**config.mk**
```make
export PLATFORM = sky130hd
export DESIGN_NAME = lpa_modser
export DESIGN_NICKNAME = d
export VERILOG_FILES = /design/src/hdl/looping_playhead_advance_defines.svh /design/src/hdl/lpa_pkg.sv /design/src/hdl/lpa_modser.sv
export SDC_FILE = /design/constraint.sdc
export NUM_CORES = 1
export LEC_CHECK = 0
export ABC_AREA = 1
export BUFFER_PORTS_ARGS = -buffer_cell sky130_fd_sc_hd__buf_4
export CORE_MARGIN = 5
export CORE_UTILIZATION = 51
export DETAILED_ROUTE_END_ITERATION = 12
export HOLD_SLACK_MARGIN = 0.02
export MAX_ROUTING_LAYER = met4
export PLACE_DENSITY_LB_ADDON = 0.3
export SYNTH_ARGS = -nofsm -noshare
export SYNTH_HDL_FRONTEND = slang
export SYNTH_SLANG_ARGS = --single-unit
```
**constraint.sdc**
```tcl
create_clock -name clk -period 1.6 [get_ports clk]
set_input_delay 0.16 -clock clk [delete_from_list [all_inputs] [get_ports clk]]
set_output_delay 0.16 -clock clk [all_outputs]
set_load 0.05 [all_outputs]
```
**src/hdl/looping_playhead_advance_defines.svh**
```systemverilog
// ----------------------------------------------------------------------------
// Playhead assertion macros
// Concurrent assertion shorthands clocked on clk and disabled during rst.
// ----------------------------------------------------------------------------
`ifndef LOOPING_PLAYHEAD_ADVANCE_DEFINES_SVH
`define LOOPING_PLAYHEAD_ADVANCE_DEFINES_SVH

`ifndef ASSERT_OFF
// Property that must hold at every clock edge outside reset.
`define LPA_ASSERT(lbl, prop) \
  lbl: assert property (@(posedge clk) disable iff (rst) (prop)) \
    else $error("playhead assertion failed");
// Consequent must hold in the same cycle as the antecedent.
`define LPA_ASSERT_IMPLY(lbl, ante, cons) \
  lbl: assert property (@(posedge clk) disable iff (rst) (ante) |-> (cons)) \
    else $error("playhead implication failed");
// Consequent must hold in the cycle after the antecedent.
`define LPA_ASSERT_NEXT(lbl, ante, cons) \
  lbl: assert property (@(posedge clk) disable iff (rst) (ante) |=> (cons)) \
    else $error("playhead next-cycle check failed");
`else
`define LPA_ASSERT(lbl, prop)
`define LPA_ASSERT_IMPLY(lbl, ante, cons)
`define LPA_ASSERT_NEXT(lbl, ante, cons)
`endif

`endif

```
**src/hdl/lpa_pkg.sv**
```systemverilog
// ----------------------------------------------------------------------------
// Playhead package
// Widths, opcodes, register indexes and item types shared by the playhead.
// ----------------------------------------------------------------------------
package lpa_pkg;

  // Q1.16 position: one integer bit above the fraction.
  localparam int POS_FRAC_BITS = 16;
  localparam int POS_W         = POS_FRAC_BITS + 1;
  localparam logic [POS_W-1:0] POS_ONE = {1'b1, {POS_FRAC_BITS{1'b0}}};

  localparam int DELTA_W    = 24;
  localparam int DUR_W      = 24;
  localparam int OP_W       = 3;
  localparam int CFG_IDX_W  = 3;
  localparam int CFG_DATA_W = 24;

  // Dividend of the advance step is delta shifted up by the fraction width.
  localparam int DVD_W = DELTA_W + POS_FRAC_BITS;
  localparam int CNT_W = $clog2(DVD_W);

  localparam logic [OP_W-1:0] OP_ADVANCE = 3'd0;
  localparam logic [OP_W-1:0] OP_PLAY    = 3'd1;
  localparam logic [OP_W-1:0] OP_PAUSE   = 3'd2;
  localparam logic [OP_W-1:0] OP_STOP    = 3'd3;
  localparam logic [OP_W-1:0] OP_TRIGGER = 3'd4;
  localparam logic [OP_W-1:0] OP_SEEK    = 3'd5;

  localparam logic [CFG_IDX_W-1:0] REG_DURATION   = 3'd0;
  localparam logic [CFG_IDX_W-1:0] REG_LOOP_START = 3'd1;
  localparam logic [CFG_IDX_W-1:0] REG_LOOP_END   = 3'd2;
  localparam logic [CFG_IDX_W-1:0] REG_PLAY_START = 3'd3;
  localparam logic [CFG_IDX_W-1:0] REG_ONE_SHOT   = 3'd4;

  typedef struct packed {
    logic [OP_W-1:0]    opcode;
    logic [DELTA_W-1:0] delta_samples;
    logic [POS_W-1:0]   seek_position;
  } lpa_cmd_t;

  typedef struct packed {
    logic [POS_W-1:0] position;
    logic             playing;
  } lpa_result_t;

endpackage

```
**src/hdl/lpa_modser.sv**
```systemverilog
// ----------------------------------------------------------------------------
// Playhead serial modulo reducer
// Keeps the remainder of a bit stream, MSB first, modulo the window width.
// ----------------------------------------------------------------------------
module lpa_modser
  import lpa_pkg::*;
(
  input  logic             clk,
  input  logic             clear,
  input  logic             step,
  input  logic             din,
  input  logic [POS_W-1:0] modulus,
  output logic [POS_W-1:0] rem
);

  logic [POS_W:0] trial;
  logic [POS_W:0] diff;
  logic [POS_W:0] red;

  // rem < modulus, so 2*rem + din < 2*modulus and one subtract suffices.
  always_comb begin
    trial = {rem, din};
    diff  = trial - {1'b0, modulus};
    red   = (trial >= {1'b0, modulus}) ? diff : trial;
  end

  always_ff @(posedge clk) begin
    if (clear) begin
      rem <= '0;
    end else if (step) begin
      rem <= red[POS_W-1:0];
    end
  end

endmodule
```
==> results list <==
- Across all layers, the routed design uses 2649 vias.
* Final Hold Violating Endpoints: 0
- Dividing total power by cell area gives a power density of 344 nW/um2.
- Synthesis-to-finish area growth: 60.0%
- In this run the standard cell core region covers 4030 um2.
* Crit-path cells: ha_4, nand2_2, nor2_4, nand2_2, nor3_4, nor2_4, buf_4, nand3b_1, nand3_1, a21oi_1
- Max-slew violation total from the final report: 0
* Run status: finished, violations left
* Static leakage: 1.74 nW
* Achievable clock frequency: 0.522 GHz
* Count of port buffers added during placement: 37
- Setup repair after global routing could not meet its margin everywhere.
* Global-route total usage across every layer: 25.4%
- Net switching is 35.6% of the power.
* Number of sinks on the clock net: 17
* Setup Crit Path Kind: register to register
- The clock network is responsible for 30.6% of the overall power.
- The share of total power dissipated in combinational logic is 35.1%.
* Post-layout total power: 0.00118 W
- Worst Hold Class: input port to register
* Maximum number of pins on one net before global-route repair: 19
* DRC: 0
- Hold buffer count at cts: 0
* Netlist Area Pre-Place: 2150 um2
- In this run the vertical extent of the chip is 74.9 um.
- Sequential cells were found to cover 15.8% of the synthesized design area.
- Count of nets left with antenna violations after detail routing: 0
- Slew Limit Headroom: 80.1%
- Drt initial violations: 188
- CTS tree: yes
- Clock latency on the worst-skew pair, taken at its later pin, is 270 ps.
- Cells with a size suffix above 1 make up 51.1% of the layout.
- Total routed wirelength: 7.80 mm
- IR analysis of the VDD net gives a maximum drop of 0.000293 V.
* Fraction of power consumed by sequential logic: 34.3%
- The final reports fail on setup timing.
* Number of nets in the layout: 482
* Post-Route Skew: 3.69 ps
- First-pass GRT wire length: 10.6 mm
* Flops & latches, synth: 17
* Effective utilization at floorplan: 53.3%
- Setup violations remaining at the end of the flow were counted as 17.
* Number of violations of the max-capacitance limit: 0
* Most frequent cells in the layout: 88 x sky130_fd_sc_hd__buf_4, 86 x sky130_fd_sc_hd__nand2_1, 61 x sky130_fd_sc_hd__inv_1, 28 x sky130_fd_sc_hd__nand2_2, 21 x sky130_fd_sc_hd__nand3_1
- In this run the number of H-tree levels came out at 1.
* Actual slew at the worst max-slew pin: 298 ps
- Count of standard-cell rows: 23
- Of all nets on the critical path, the largest fanout is 8.
- At the worst endpoint, the arrival time is 2120 ps.
- After clock tree synthesis, the clock-pin slew on the worst setup and hold paths is 80 ps.
* Placed insts: 481
- Synth warnings: 0
- Internal power comes to 0.000762 W.
- STA classifies the critical path endpoint as a register.
* Vias in the first global route: 2411
- Dividing the final minimum period by the clock period gives 120%.
- Category of the worst setup path launch point: register
* Slack of the critical path: -316 ps
- Max stage delay on crit path: 350 ps
* Registers with the most flip-flops: rem x17
* Ratio of routed vias to standard cells: 5.38
* Initial antenna violation count: 0
- The slowest stage of the critical path belongs to the cell sky130_fd_sc_hd__dfxtp_4.
- Leaving out fill and tap cells, the most frequent cell in the layout is sky130_fd_sc_hd__buf_4.
* Total I/O pin count: 38
* Root buf cell: sky130_fd_sc_hd__clkbuf_8
- Counting every net in the synthesized netlist gives 389.
- After synthesis, the netlist uses 30 different library cells.
* Layout Cells excl Fill: 492
- Detailed placement finished with a half-perimeter wire length of 4.91 mm.
* Area of all sequential standard cells: 400 um2
- For this run the aggregate overflow at the end of global routing stands at 0.
- Final critical-path required period: 1920 ps
- Max reg flops: 17
* Worst slack at placement: -297 ps
- The die covers 5610 um2.
* Last weighted congestion value of the routability-driven placer: 0.938
* DIE WIDTH: 74.9 um
* Average routed wire per standard cell: 15.8 um
- Number of antenna diodes: 0
- Counting flops per register, the top entry is rem.
- Avg Synthesized Cell Area: 6.14 um2
* Number of buffers between clock root and the deepest sink: 2
- Number of iterations in the first detailed-routing pass: 5
* Required time at the worst-slack endpoint: 1800 ps
* TritonCTS Buffers: 3
* Reported net switching power: 0.000421 W
- The filler cells instantiated in the layout total 231.
- Number of cells produced by synthesis: 350
- The multi-input combinational cells in the finished layout cover a total of 1930 um2.
## cell type report
| cell class | count | share of cell area [%] |
|---|---|---|
| Tap cell | 50 | 1.82 |
| Clock buffer | 4 | 1.31 |
| Timing Repair Buffer | 94 | 21.4 |
| Multi-Input combinational cell | 257 | 56.2 |
| Inverter | 70 | 7.64 |
| Sequential cell | 17 | 11.6 |
## Yosys cell counts (all sizes together)
library cell  count  share of area (%)
nand4             3               0.87
clkinv            1               0.17
buf               6                2.2
and2              1               0.29
inv              69                 12
a21oi            25                7.7
xor2              2               0.82
ha               17                9.9
nand3b           16                5.6
fa                1               0.93
clkbuf            2               0.35
nand2           122                 24
nand3            39                 12
or2               3               0.87
nor3              3                1.2
xnor2             4                1.6
nor2             18                3.6
dfxtp            17                 16
o21ai             1               0.23
## through the flow
step | area (um2) | setup TNS, ps | util (%) | hold WS (ps)
after global placement | 3080 | -2980 | 76.4 | 485
after detailed placement | 3080 | -3990 | 76.4 | 501
after CTS | 3210 | -1970 | 79.8 | 233
after global routing | 3440 | -6020 | 85.3 | 242
final | 3440 | -4700 | 85.3 | 244
after floorplan | 2410 | -1960 | - | 451
## timing repair
action | 4_1_cts | 5_1_grt
endpoints found under the setup margin | 17 | 17
setup buffers | 1 | 5
pin swaps | 4 | 30
resized for setup | 23 | 49
gates cloned | 0 | 2
## power by group through the flow
stage / logic [W] / clock network (W) / registers [W]
finish: 0.000415 / 0.000362 / 0.000406
global route: 0.000446 / 0.000387 / 0.000406
CTS: 0.000364 / 0.000361 / 0.000406
detailed placement: 0.000347 / 0 / 0.000416
global placement: 0.000335 / 0 / 0.000416
floorplan: 0.000203 / 0 / 0.000429
## critical path: cells and delay by family (launching register included)
kind                       cells  cell delay (ps)
DFF                            1              350
and+or+nand+nor                7              870
adders and majority gates      1              290
AOI/OAI and AO/OA              1              150
buffers and inverters          1              180
## metal layers
metal / wire (um) / share of wire (%) / track usage (%) / vias up
li1: - / - / - / 1277
met1: 3180 / 41 / 30.4 / 1220
met2: 3850 / 49 / 44.5 / 125
met3: 509 / 6.5 / 2.67 / 27
met4: 259 / 3.3 / 7.51 / 0
met5: 0 / 0 / - / -
## kinds of logic (layout without fill, tap and decap cells)
group / Yosys count / in the layout / synth area share, %
XOR/XNOR: 6 / 6 / 2.45
AND/OR/NAND/NOR: 205 / 207 / 48.1
adder cells (fa/ha/maj): 18 / 18 / 10.8
AO/OA/AOI/OAI: 26 / 26 / 7.98
buffers and inverters: 78 / 168 / 14.8
flip-flops: 17 / 17 / 15.8
## worst paths after layout
kind                              start  endpoint  slack (ps)  cells after the start
worst max-delay path            rem[14]    rem[2]        -320                     10
worst min-delay path              clear    rem[9]         240                      2
worst max register to register  rem[14]    rem[2]        -320                     10
worst min register to register  rem[16]   rem[16]         530                      2
(Power assumes the default switching activity.)
