<file path="config.mk">
export PLATFORM = sky130hd
export DESIGN_NAME = lpa_div
export DESIGN_NICKNAME = d
export VERILOG_FILES = /design/src/hdl/looping_playhead_advance_defines.svh /design/src/hdl/lpa_pkg.sv /design/src/hdl/lpa_div.sv
export SDC_FILE = /design/constraint.sdc
export NUM_CORES = 1
export LEC_CHECK = 0
export ABC_AREA = 1
export BUFFER_PORTS_ARGS = -buffer_cell sky130_fd_sc_hd__buf_2
export CORE_ASPECT_RATIO = 1.2
export CORE_MARGIN = 2
export CORE_UTILIZATION = 60
export DETAILED_ROUTE_END_ITERATION = 16
export HOLD_SLACK_MARGIN = 0.03
export PLACE_DENSITY = 0.86
export SYNTH_ARGS = -nofsm -noshare
export SYNTH_HDL_FRONTEND = slang
export SYNTH_SLANG_ARGS = --single-unit
</file>
<file path="constraint.sdc">
create_clock -name clk -period 4.2 [get_ports clk]
set_input_delay 0.84 -clock clk [delete_from_list [all_inputs] [get_ports clk]]
set_output_delay 0.84 -clock clk [all_outputs]
set_load 0.03 [all_outputs]
</file>
<file path="src/hdl/looping_playhead_advance_defines.svh">
// ----------------------------------------------------------------------------
// Playhead assertion macros
// Concurrent assertion shorthands clocked on clk and disabled during rst.
// ----------------------------------------------------------------------------
`ifndef LOOPING_PLAYHEAD_ADVANCE_DEFINES_SVH
`define LOOPING_PLAYHEAD_ADVANCE_DEFINES_SVH

`ifndef ASSERT_OFF
// Property that must hold at every clock edge outside reset.
`define LPA_ASSERT(lbl, prop) \
  lbl: assert property (@(posedge clk) disable iff (rst) (prop)) \
    else $error("playhead assertion failed");
// Consequent must hold in the same cycle as the antecedent.
`define LPA_ASSERT_IMPLY(lbl, ante, cons) \
  lbl: assert property (@(posedge clk) disable iff (rst) (ante) |-> (cons)) \
    else $error("playhead implication failed");
// Consequent must hold in the cycle after the antecedent.
`define LPA_ASSERT_NEXT(lbl, ante, cons) \
  lbl: assert property (@(posedge clk) disable iff (rst) (ante) |=> (cons)) \
    else $error("playhead next-cycle check failed");
`else
`define LPA_ASSERT(lbl, prop)
`define LPA_ASSERT_IMPLY(lbl, ante, cons)
`define LPA_ASSERT_NEXT(lbl, ante, cons)
`endif

`endif

</file>
<file path="src/hdl/lpa_pkg.sv">
// ----------------------------------------------------------------------------
// Playhead package
// Widths, opcodes, register indexes and item types shared by the playhead.
// ----------------------------------------------------------------------------
package lpa_pkg;

  // Q1.16 position: one integer bit above the fraction.
  localparam int POS_FRAC_BITS = 16;
  localparam int POS_W         = POS_FRAC_BITS + 1;
  localparam logic [POS_W-1:0] POS_ONE = {1'b1, {POS_FRAC_BITS{1'b0}}};

  localparam int DELTA_W    = 24;
  localparam int DUR_W      = 24;
  localparam int OP_W       = 3;
  localparam int CFG_IDX_W  = 3;
  localparam int CFG_DATA_W = 24;

  // Dividend of the advance step is delta shifted up by the fraction width.
  localparam int DVD_W = DELTA_W + POS_FRAC_BITS;
  localparam int CNT_W = $clog2(DVD_W);

  localparam logic [OP_W-1:0] OP_ADVANCE = 3'd0;
  localparam logic [OP_W-1:0] OP_PLAY    = 3'd1;
  localparam logic [OP_W-1:0] OP_PAUSE   = 3'd2;
  localparam logic [OP_W-1:0] OP_STOP    = 3'd3;
  localparam logic [OP_W-1:0] OP_TRIGGER = 3'd4;
  localparam logic [OP_W-1:0] OP_SEEK    = 3'd5;

  localparam logic [CFG_IDX_W-1:0] REG_DURATION   = 3'd0;
  localparam logic [CFG_IDX_W-1:0] REG_LOOP_START = 3'd1;
  localparam logic [CFG_IDX_W-1:0] REG_LOOP_END   = 3'd2;
  localparam logic [CFG_IDX_W-1:0] REG_PLAY_START = 3'd3;
  localparam logic [CFG_IDX_W-1:0] REG_ONE_SHOT   = 3'd4;

  typedef struct packed {
    logic [OP_W-1:0]    opcode;
    logic [DELTA_W-1:0] delta_samples;
    logic [POS_W-1:0]   seek_position;
  } lpa_cmd_t;

  typedef struct packed {
    logic [POS_W-1:0] position;
    logic             playing;
  } lpa_result_t;

endpackage

</file>
<file path="src/hdl/lpa_div.sv">
// ----------------------------------------------------------------------------
// Playhead bit-serial divider
// Restoring divider producing one quotient bit per step, MSB first.
// ----------------------------------------------------------------------------
module lpa_div
  import lpa_pkg::*;
(
  input  logic               clk,
  input  logic               load,
  input  logic               step,
  input  logic [DELTA_W-1:0] delta,
  input  logic [DUR_W-1:0]   divisor,
  output logic               qbit,
  output logic [DVD_W-1:0]   quotient
);

  logic [DUR_W-1:0] rem;
  logic [DVD_W-1:0] dvd;
  logic [DUR_W:0]   trial;
  logic [DUR_W:0]   diff;

  // The dividend register fills with quotient bits from the bottom as it
  // shifts out, so after all steps it holds the quotient.
  always_comb begin
    trial = {rem, dvd[DVD_W-1]};
    diff  = trial - {1'b0, divisor};
    qbit  = (trial >= {1'b0, divisor});
  end

  always_ff @(posedge clk) begin
    if (load) begin
      rem <= '0;
      dvd <= {delta, {POS_FRAC_BITS{1'b0}}};
    end else if (step) begin
      rem <= qbit ? diff[DUR_W-1:0] : trial[DUR_W-1:0];
      dvd <= {dvd[DVD_W-2:0], qbit};
    end
  end

  assign quotient = dvd;

endmodule

</file>
==> impl_metrics.csv, run 1 <==
group,metric,value,unit
outcome,outcome,"completed",
die,core,0.00732,mm2
die,die_width,83.7,um
route,vias_per_cell,5.38,
placement,dp.final_hpwl,8.90,mm
yosys,seq_area_frac_synth,0.333,
sta,post-route-worst-setup-slack,1.05,ns
yosys,synthTopCellsByArea,"sky130_fd_sc_hd__nand2_1 (19%), sky130_fd_sc_hd__dfxtp_1 (18%), sky130_fd_sc_hd__edfxtp_1 (16%)",
placement,buffer_ports.inserted,91,
yosys,postSynth.topFlopCell,"sky130_fd_sc_hd__dfxtp_1",
final_layout,area_growth_from_synthesis_to_layout,15.5,%
global_route,grt_pass1_wl,20.4,mm
global_route,pin_count_of_the_biggest_net_entering_global_routing,41,
placement,place.gp.congestion,0.978,
setup_path,critical_path_peak_fanout,5,
min_path,worst_hold_path.num_cells,2,
sta,timing.final.max_slew_violations,0,
placement,dpl.cell_count,850,
run,cap_violations,0,
power_and_ir_drop,static-leakage-power,2.97,nW
yosys,synth_edf_count,24,
route,drc_errors,0,
yosys,post-synth-top-area-cell,"sky130_fd_sc_hd__nand2_1",
sta,max_slew.worst_pin.slew,1.20,ns
die,initial_utilization,0.625,
sta,slew_headroom,0.196,
setup_path,slowest_stage,"sky130_fd_sc_hd__ha_1",
setup_path,cp.required,3.36,ns
setup_path,critPathArrivalTime,2.31,ns
yosys,asyncSetResetFlopFracSynth,0,
final_layout,drive_gt1_frac,0.178,
sta,layout_min_cycle_time,3.15,ns
setup_path,cp_top_family,"simple AND/OR/NAND/NOR gates",
setup_path,crit_path_cell_trace,"buf_2 -> inv_1 -> ha_1 -> nand2_1 -> inv_2 -> nand2_2 -> nor3_2 -> nand4_4 -> nand3_4 -> buf_2",
sta,timing.final.hold_violations,0,
setup_path,reg2reg_depth,10,
yosys,yosys_warnings,0,
route,detail-route-antenna-nets,0,
setup_path,r2r_setup_slack,1.93,ns
global_route,grt_overflow_total,0,
setup_path,cp-start-kind,"input pin",
global_route,first_global_vias,4631,
yosys,syn-instance-count,683,
clock_tree,numCtsBuffers,9,
setup_path,path_class,"in2out",
die,die_height,99.6,um
route,total_length_of_routed_wires,12.1,mm
yosys,yosysTopAreaCellShare,0.195,
sta,setup_viol,0,
route,vias,4660,
setup_path,crit_top_cell,"sky130_fd_sc_hd__buf_2",
sta,fin_setup_tns,0,ns
yosys,synth-seq-cells,64,
final_layout,fin_nets,847,
clock_tree,clock_path_buffers,2,
clock_tree,cts_resized,0,
sta,final_min_period_over_clock_period,0.751,
sta,fmax_achieved,0.317,GHz
yosys,synth_area_per_cell,6.70,um2
yosys,post_synth_num_cell_types,32,
die,std_cell_rows,34,
placement,place_ws,0.944,ns
clock_tree,numClockSinks,64,
global_route,antenna_violations_before_repair,0,
final_layout,post_layout_nonfiller_instances,866,
yosys,synthesis.area,0.00457,mm2
clock_tree,cts.reportedPaths.clkPinSlew,0.07,ns
route,drt_pre_antenna_iters,5,
min_path,worst_hold_path_type,"reg2reg",
power_and_ir_drop,power_density,385,mW/mm2
final_layout,n_antenna_cell,0,
sta,rsz_0062_raised_after_global_routing,"false",
clock_tree,clk_lat_worst_skew,0.35,ns
setup_path,crit_buf_inv,4,
clock_tree,tritoncts,"built",
power_and_ir_drop,irDropWorstVdd,0.249,mV
sta,clock-skew-final,0.0138,ns
setup_path,crit_cells,10,
setup_path,critical-path-max-stage-delay,0.36,ns
clock_tree,cts_htree_levels,3,
clock_tree,postCtsHoldBufs,0,
die,design.die.area,0.00834,mm2
clock_tree,clock_tree.root_cell,"sky130_fd_sc_hd__clkbuf_8",
setup_path,endpoint_kind,"output pin",
power_and_ir_drop,totalPowerFinal,2.04,mW
die,top_level_ports,92,
yosys,synth_fp_nets,759,
final_layout,final_area,0.00528,mm2
route,drt_first_iter_violations,248,
global_route,track_usage,0.303,
placement,dpl_cell_area,0.00509,mm2
clock_tree,post-cts-setup-buffer-count,0,
route,route.detailed.wl_per_inst,14.0,um
## logic make-up after synthesis
group                      synth area share
buffers and inverters                 0.144
DFF                                   0.333
xor gates and xnor gates             0.0172
and+or+nand+nor                       0.351
adders and majority gates            0.0700
AOI/OAI and AO/OA                    0.0848
## area by class of cell
class | count | area (um2)
clock buffer | 10 | 149
clock inverter | 6 | 48.8
fill | 655 | 2030
inverter | 147 | 552
multi-input combinational | 452 | 2400
sequential | 64 | 1520
tap | 90 | 113
timing repair buffer | 97 | 500
## worst min-delay path: stages, from the launching register on
cell and delay, ns:
sky130_fd_sc_hd__dfxtp_1 0.33, sky130_fd_sc_hd__nand2_1 0.06, sky130_fd_sc_hd__nand2_1 0.04
## path summary, 6_finish.rpt
check	from	end
setup / recovery	divisor[18]	qbit
hold / removal	rem[22]	rem[22]
setup reg to reg	rem[16]	quotient[0]
hold reg to reg	rem[22]	rem[22]
## through the flow
step / hold slack [ns] / util
floorplan: 0.448 / -
global placement: 0.460 / 0.695
detailed placement: 0.462 / 0.695
CTS: 0.475 / 0.722
global route: 0.500 / 0.722
finish: 0.474 / 0.722
## placed cells by master (no fill, tap or decap), types with 6 or more instances in the layout
| master | n |
|---|---|
| sky130_fd_sc_hd__inv_1 | 142 |
| sky130_fd_sc_hd__ha_1 | 24 |
| sky130_fd_sc_hd__edfxtp_1 | 24 |
| sky130_fd_sc_hd__nand2_1 | 237 |
| sky130_fd_sc_hd__buf_4 | 6 |
| sky130_fd_sc_hd__clkbuf_8 | 9 |
| sky130_fd_sc_hd__nor2_1 | 27 |
| sky130_fd_sc_hd__nand2_2 | 12 |
| sky130_fd_sc_hd__a22o_1 | 23 |
| sky130_fd_sc_hd__a21oi_1 | 9 |
| sky130_fd_sc_hd__nand3_1 | 44 |
| sky130_fd_sc_hd__dfxtp_1 | 40 |
| sky130_fd_sc_hd__buf_2 | 91 |
| sky130_fd_sc_hd__xnor2_1 | 8 |
| sky130_fd_sc_hd__nand3b_1 | 7 |
| sky130_fd_sc_hd__o22ai_1 | 15 |
| sky130_fd_sc_hd__nand4_1 | 28 |
## cells in the mapped netlist (9+ instances only)
| master | number |
|---|---|
| sky130_fd_sc_hd__a21oi_1 | 9 |
| sky130_fd_sc_hd__a22o_1 | 23 |
| sky130_fd_sc_hd__dfxtp_1 | 40 |
| sky130_fd_sc_hd__edfxtp_1 | 24 |
| sky130_fd_sc_hd__ha_1 | 24 |
| sky130_fd_sc_hd__inv_1 | 142 |
| sky130_fd_sc_hd__nand2_1 | 237 |
| sky130_fd_sc_hd__nand2_2 | 12 |
| sky130_fd_sc_hd__nand3_1 | 44 |
| sky130_fd_sc_hd__nand4_1 | 28 |
| sky130_fd_sc_hd__nor2_1 | 28 |
| sky130_fd_sc_hd__o22ai_1 | 15 |
## metal layers
metal	GRT usage	share of wire
met1	0.345	0.41
met2	0.545	0.50
met3	0.0631	0.061
met4	0.134	0.029
met5	0	0
## power by group
part | leakage [nW] | internal, mW | switching (mW)
clock network | 0.104 | 0.258 | 0.277
registers | 0.580 | 0.708 | 0.0446
logic | 2.29 | 0.262 | 0.486
## state kept, by name (all words and copies together) (netlist names)
register  flops
quotient     40
rem          24
(Power assumes the default switching activity.)
==> inputs of run 2 (changes only) <==
- ABC_AREA: 1 -> 0
- CORE_UTILIZATION: 60 -> 50
- PLACE_DENSITY: 0.86 -> 0.78
- clock period: 4.2 -> 2.6 ns (I/O delays scaled with it)
==> impl_metrics.csv, run 2 <==
group,metric,value,unit
sta,post-route-worst-setup-slack,-0.0981,ns
setup_path,crit_path_cell_trace,"ha_4 -> buf_4 -> nand2_2 -> o21a_1 -> o21ai_2 -> a2111oi_4 -> a31o_4 -> clkinv_8 -> buf_8",
final_layout,drive_gt1_frac,0.410,
setup_path,critical-path-max-stage-delay,0.35,ns
sta,setup_viol,1,
clock_tree,clock_path_buffers,2,
route,detail-route-antenna-nets,0,
clock_tree,postCtsHoldBufs,0,
placement,dpl.cell_count,717,
setup_path,slowest_stage,"sky130_fd_sc_hd__a2111oi_4",
final_layout,finish.utilization,0.738,
sta,fmax_achieved,0.371,GHz
clock_tree,cts_htree_levels,3,
setup_path,cp-start-kind,"flop",
route,vias,4398,
final_layout,largest_reg_flops,40,
min_path,worst_hold_path_type,"in2reg",
setup_path,critPathArrivalTime,2.18,ns
die,initial_utilization,0.510,
clock_tree,cts.reportedPaths.clkPinSlew,0.08,ns
yosys,post_synth_num_cell_types,61,
setup_path,cp_top_family,"compound AO/OA/AOI/OAI gates",
yosys,synth_edf_count,24,
yosys,yosysTopAreaCellShare,0.195,
outcome,violated_checks,"setup timing",
placement,buffer_ports.inserted,91,
global_route,grt_pass1_wl,19.7,mm
sta,timing.final.hold_violations,0,
final_layout,layout_commonest_cell,"sky130_fd_sc_hd__buf_4",
sta,slew_headroom,0.656,
global_route,track_usage,0.279,
yosys,asyncSetResetFlopFracSynth,0,
route,total_length_of_routed_wires,13.1,mm
die,core,0.00806,mm2
sta,fin_setup_tns,-0.0981,ns
sta,rsz_0062_raised_after_global_routing,"true",
sta,timing.final.max_slew_violations,0,
power_and_ir_drop,static-leakage-power,2.66,nW
clock_tree,numClockSinks,64,
setup_path,path_class,"reg2out",
die,std_cell_rows,36,
route,vias_per_cell,5.92,
setup_path,cp.required,2.08,ns
route,route.detailed.wl_per_inst,17.6,um
yosys,synth_most_common_cell,"sky130_fd_sc_hd__nor2_1",
final_layout,fin_nets,719,
placement,place.gp.congestion,0.956,
clock_tree,tritoncts,"built",
sta,final_min_period_over_clock_period,1.04,
yosys,yosys_warnings,0,
placement,dp.final_hpwl,9.04,mm
sta,layout_min_cycle_time,2.70,ns
final_layout,area_growth_from_synthesis_to_layout,44.6,%
clock_tree,clock_tree.root_cell,"sky130_fd_sc_hd__clkbuf_8",
final_layout,mostFrequentLayoutCells,"sky130_fd_sc_hd__buf_4 (95), sky130_fd_sc_hd__buf_2 (90), sky130_fd_sc_hd__nor2_1 (51)",
yosys,synth-seq-cells,64,
outcome,outcome,"complete, but fails checks",
setup_path,critical_path_peak_fanout,4,
final_layout,post_layout_nonfiller_instances,743,
final_layout,n_antenna_cell,0,
yosys,synth_area_per_cell,8.81,um2
yosys,synth_fp_nets,543,
yosys,synthTopCellsByArea,"sky130_fd_sc_hd__dfxtp_1 (19%), sky130_fd_sc_hd__edfxtp_1 (18%), sky130_fd_sc_hd__ha_1 (7.3%)",
yosys,post-synth-top-area-cell,"sky130_fd_sc_hd__dfxtp_1",
route,drc_errors,0,
setup_path,endpoint_kind,"output pin",
run,cap_violations,0,
power_and_ir_drop,power_density,471,mW/mm2
die,die_height,103,um
yosys,postSynth.topFlopCell,"sky130_fd_sc_hd__dfxtp_1",
yosys,syn-instance-count,467,
yosys,top_cell_types_by_occurrence_after_synthesis,"sky130_fd_sc_hd__nor2_1 (52), sky130_fd_sc_hd__nand2_1 (43), sky130_fd_sc_hd__dfxtp_1 (40)",
die,design.die.area,0.00897,mm2
sta,max_slew.worst_pin.slew,0.510,ns
global_route,grt_overflow_total,0,
yosys,synthesis.area,0.00411,mm2
setup_path,crit_buf_inv,3,
die,top_level_ports,92,
route,drt_first_iter_violations,229,
die,die_width,86.8,um
yosys,seq_area_frac_synth,0.370,
global_route,antenna_violations_before_repair,0,
global_route,pin_count_of_the_biggest_net_entering_global_routing,44,
route,drt_pre_antenna_iters,5,
global_route,first_global_vias,4297,
sta,clock-skew-final,0.00471,ns
power_and_ir_drop,irDropWorstVdd,0.419,mV
clock_tree,clk_lat_worst_skew,0.35,ns
clock_tree,numCtsBuffers,9,
==> run 2: worst paths after layout <==
path / slack (ns) / cells past startpoint / to / startpoint
max: -0.1 / 9 / qbit / rem[15]
min: 0.45 / 3 / quotient[16] / delta[0]
max reg2reg: 0.06 / 10 / rem[18] / rem[1]
min reg2reg: 0.50 / 2 / rem[6] / rem[6]
==> run 2: per-layer routing <==
layer	track usage	part of all wire	vias to the layer above
li1	-	-	2084
met1	0.330	0.39	2085
met2	0.478	0.51	183
met3	0.0516	0.056	46
met4	0.155	0.042	0
met5	0	0	-
==> run 2: repair_timing <==
item / 4_1_cts / 5_1_grt
gates resized for setup: 25 / 30
cloned: 0 / 0
endpoints found under the setup margin: 12 / 16
pin swaps: 8 / 9
setup buffers: 7 / 3
endpoints found under the hold margin: 0 / 0
==> run 2: report_power, final <==
part / switching [mW] / total (mW) / internal, mW
sequential: 0.0353 / 1.13 / 1.09
combinational: 0.363 / 0.656 / 0.293
clock: 0.463 / 1.01 / 0.552
total: 0.862 / 2.80 / 1.94
==> run 2: final cells by class <==
cell class	count	area, um2
fillers	577	2120
inverters	34	148
clock buffers	9	124
clock inverters	7	105
flip-flops and latches	64	1540
multi-input cells	345	2680
well taps	95	119
repair buffers	189	1230
==> run 2: cells by family (layout without fill, tap and decap cells) <==
group | Yosys count | in the layout | share of synthesized area
AND/OR/NAND/NOR | 145 | 145 | 0.164
AO/OA/AOI/OAI | 141 | 141 | 0.246
flip-flops | 64 | 64 | 0.370
buffers and inverters | 58 | 239 | 0.0620
adder cells (fa/ha/maj) | 25 | 25 | 0.0779
multiplexers | 22 | 22 | 0.0547
XOR/XNOR | 12 | 12 | 0.0255
==> run 2: per-stage QoR <==
stage                     cell area (um2)  hold WS (ns)  worst slack, ns  total power [mW]
after detailed placement             5410         0.491           -0.366              1.74
after floorplan                      4280         0.451          -0.0771              1.50
after global routing                 5950         0.470           -0.171              2.90
after global placement               5410         0.473           -0.248              1.72
after CTS                            5770         0.448           -0.106              2.76
final                                5950         0.451          -0.0981              2.80
==> run 2: tightest hold or removal path, stage by stage <==
cell and delay, ns:
sky130_fd_sc_hd__buf_2 0.07, sky130_fd_sc_hd__nand2_1 0.04, sky130_fd_sc_hd__o21ai_0 0.06
==> inputs of run 3 (changes only) <==
- CORE_UTILIZATION: 50 -> 25
- CTS_BUF_LIST: not set -> sky130_fd_sc_hd__clkbuf_8
- PLACE_DENSITY: 0.78 -> not set
==> impl_metrics.csv, run 3 (synthesized netlist as in run 2, its figures left out) <==
group,metric,value,unit
outcome,outcome,"complete, but fails checks",
outcome,violated_checks,"setup timing",
setup_path,endpoint_kind,"output pin",
die,top_level_ports,92,
route,vias_per_cell,4.94,
route,drt_pre_antenna_iters,4,
setup_path,cp-start-kind,"flop",
setup_path,critPathArrivalTime,2.25,ns
placement,dp.final_hpwl,9.56,mm
final_layout,mostFrequentLayoutCells,"sky130_fd_sc_hd__buf_4 (91), sky130_fd_sc_hd__buf_2 (90), sky130_fd_sc_hd__nor2_1 (51)",
clock_tree,clock_tree.root_cell,"sky130_fd_sc_hd__clkbuf_8",
sta,layout_min_cycle_time,2.77,ns
final_layout,area_growth_from_synthesis_to_layout,47.3,%
power_and_ir_drop,static-leakage-power,2.65,nW
clock_tree,tritoncts,"built",
placement,place.gp.congestion,0.955,
route,drt_first_iter_violations,268,
setup_path,path_class,"reg2out",
setup_path,cp.required,2.08,ns
clock_tree,cts_htree_levels,3,
die,core,0.0161,mm2
clock_tree,numCtsBuffers,9,
sta,fmax_achieved,0.361,GHz
clock_tree,postCtsHoldBufs,0,
final_layout,filler_cell_count,1639,
run,cap_violations,0,
sta,timing.final.max_slew_violations,0,
die,die_height,145,um
final_layout,layout_commonest_cell,"sky130_fd_sc_hd__buf_4",
final_layout,multi_input_comb_area,0.00264,mm2
final_layout,regArea,0.00153,mm2
clock_tree,numClockSinks,64,
power_and_ir_drop,power_density,454,mW/mm2
clock_tree,clk_lat_worst_skew,0.38,ns
sta,final_min_period_over_clock_period,1.06,
sta,setup_viol,1,
sta,max_slew.worst_pin.slew,0.523,ns
power_and_ir_drop,irDropWorstVdd,0.376,mV
die,design.die.area,0.0175,mm2
sta,slew_headroom,0.651,
sta,rsz_0062_raised_after_global_routing,"true",
sta,post-route-worst-setup-slack,-0.167,ns
route,detail-route-antenna-nets,0,
clock_tree,cts.reportedPaths.clkPinSlew,0.08,ns
global_route,grt_pass1_wl,20.8,mm
route,drc_errors,0,
die,std_cell_rows,51,
placement,buffer_ports.inserted,91,
global_route,pin_count_of_the_biggest_net_entering_global_routing,43,
route,wl_met1,5.51,mm
route,dr_wl_met2,6.81,mm
global_route,track_usage,0.152,
die,initial_utilization,0.255,
route,total_length_of_routed_wires,13.4,mm
setup_path,critical_path_peak_fanout,4,
sta,clock-skew-final,0.0122,ns
global_route,antenna_violations_before_repair,0,
power_and_ir_drop,totalPowerFinal,2.75,mW
final_layout,post_layout_nonfiller_instances,862,
route,route.detailed.wl_per_inst,15.5,um
final_layout,fin_nets,720,
route,vias,4259,
min_path,worst_hold_path_type,"in2reg",
final_layout,largest_reg_flops,40,
global_route,grt_overflow_total,0,
clock_tree,clock_path_buffers,2,
sta,timing.final.hold_violations,0,
final_layout,drive_gt1_frac,0.398,
placement,dpl.cell_count,827,
route,uppermost_layer_routed,"met4",
sta,fin_setup_tns,-0.167,ns
global_route,first_global_vias,4262,
route,met3_wirelength,693,um
die,die_width,121,um
run 3: stage by stage:
stage / hold WS, ns / util / instance area [um2] / setup WS (ns)
floorplan: 0.451 / - / 4280 / -0.0771
global placement: 0.487 / 0.340 / 5490 / -0.296
detailed placement: 0.493 / 0.340 / 5490 / -0.384
CTS: 0.416 / 0.371 / 5990 / -0.176
global route: 0.420 / 0.375 / 6060 / -0.231
finish: 0.423 / 0.375 / 6060 / -0.167
run 3: worst paths after layout:
| check | cells after the start | start | slack (ns) | end |
|---|---|---|---|---|
| max | 8 | rem[14] | -0.17 | qbit |
| min | 3 | delta[21] | 0.42 | quotient[37] |
| max reg2reg | 16 | rem[19] | 0.05 | rem[23] |
| min reg2reg | 2 | rem[5] | 0.51 | rem[5] |
run 3: final cells by class:
| cell class | count | share of cell area |
|---|---|---|
| Antenna cell | 1 | 0.000413 |
| Inverter | 34 | 0.0244 |
| Clock buffer | 9 | 0.0204 |
| Tap cell | 212 | 0.0438 |
| Timing Repair Buffer | 190 | 0.206 |
| Clock inverter | 7 | 0.0159 |
| Multi-Input combinational cell | 345 | 0.436 |
| Sequential cell | 64 | 0.253 |
run 3: critical path: stages, from the launching register on:
cell                       delay (ns)
sky130_fd_sc_hd__dfxtp_2         0.35
sky130_fd_sc_hd__ha_4            0.29
sky130_fd_sc_hd__nand4_4         0.12
sky130_fd_sc_hd__or2_4           0.28
sky130_fd_sc_hd__a211o_1         0.24
sky130_fd_sc_hd__a21o_1          0.17
sky130_fd_sc_hd__a31o_4          0.25
sky130_fd_sc_hd__clkinv_8        0.06
sky130_fd_sc_hd__buf_8           0.11
run 3: layer usage:
layer | up-vias | track usage
li1 | 2080 | -
met1 | 2040 | 0.177
met2 | 113 | 0.261
met3 | 26 | 0.0406
met4 | 0 | 0.0710
met5 | - | 0
run 3: power by group:
group	internal, mW	switching [mW]
clock	0.539	0.451
combinational	0.285	0.349
sequential	1.09	0.0312
total	1.92	0.832
run 3: timing repair:
item	CTS	global route
endpoints found under the setup margin	12	11
resized for setup	32	21
buffers inserted	20	2
cloned	0	0
pin swaps	16	14
hold endpoints to repair	0	0
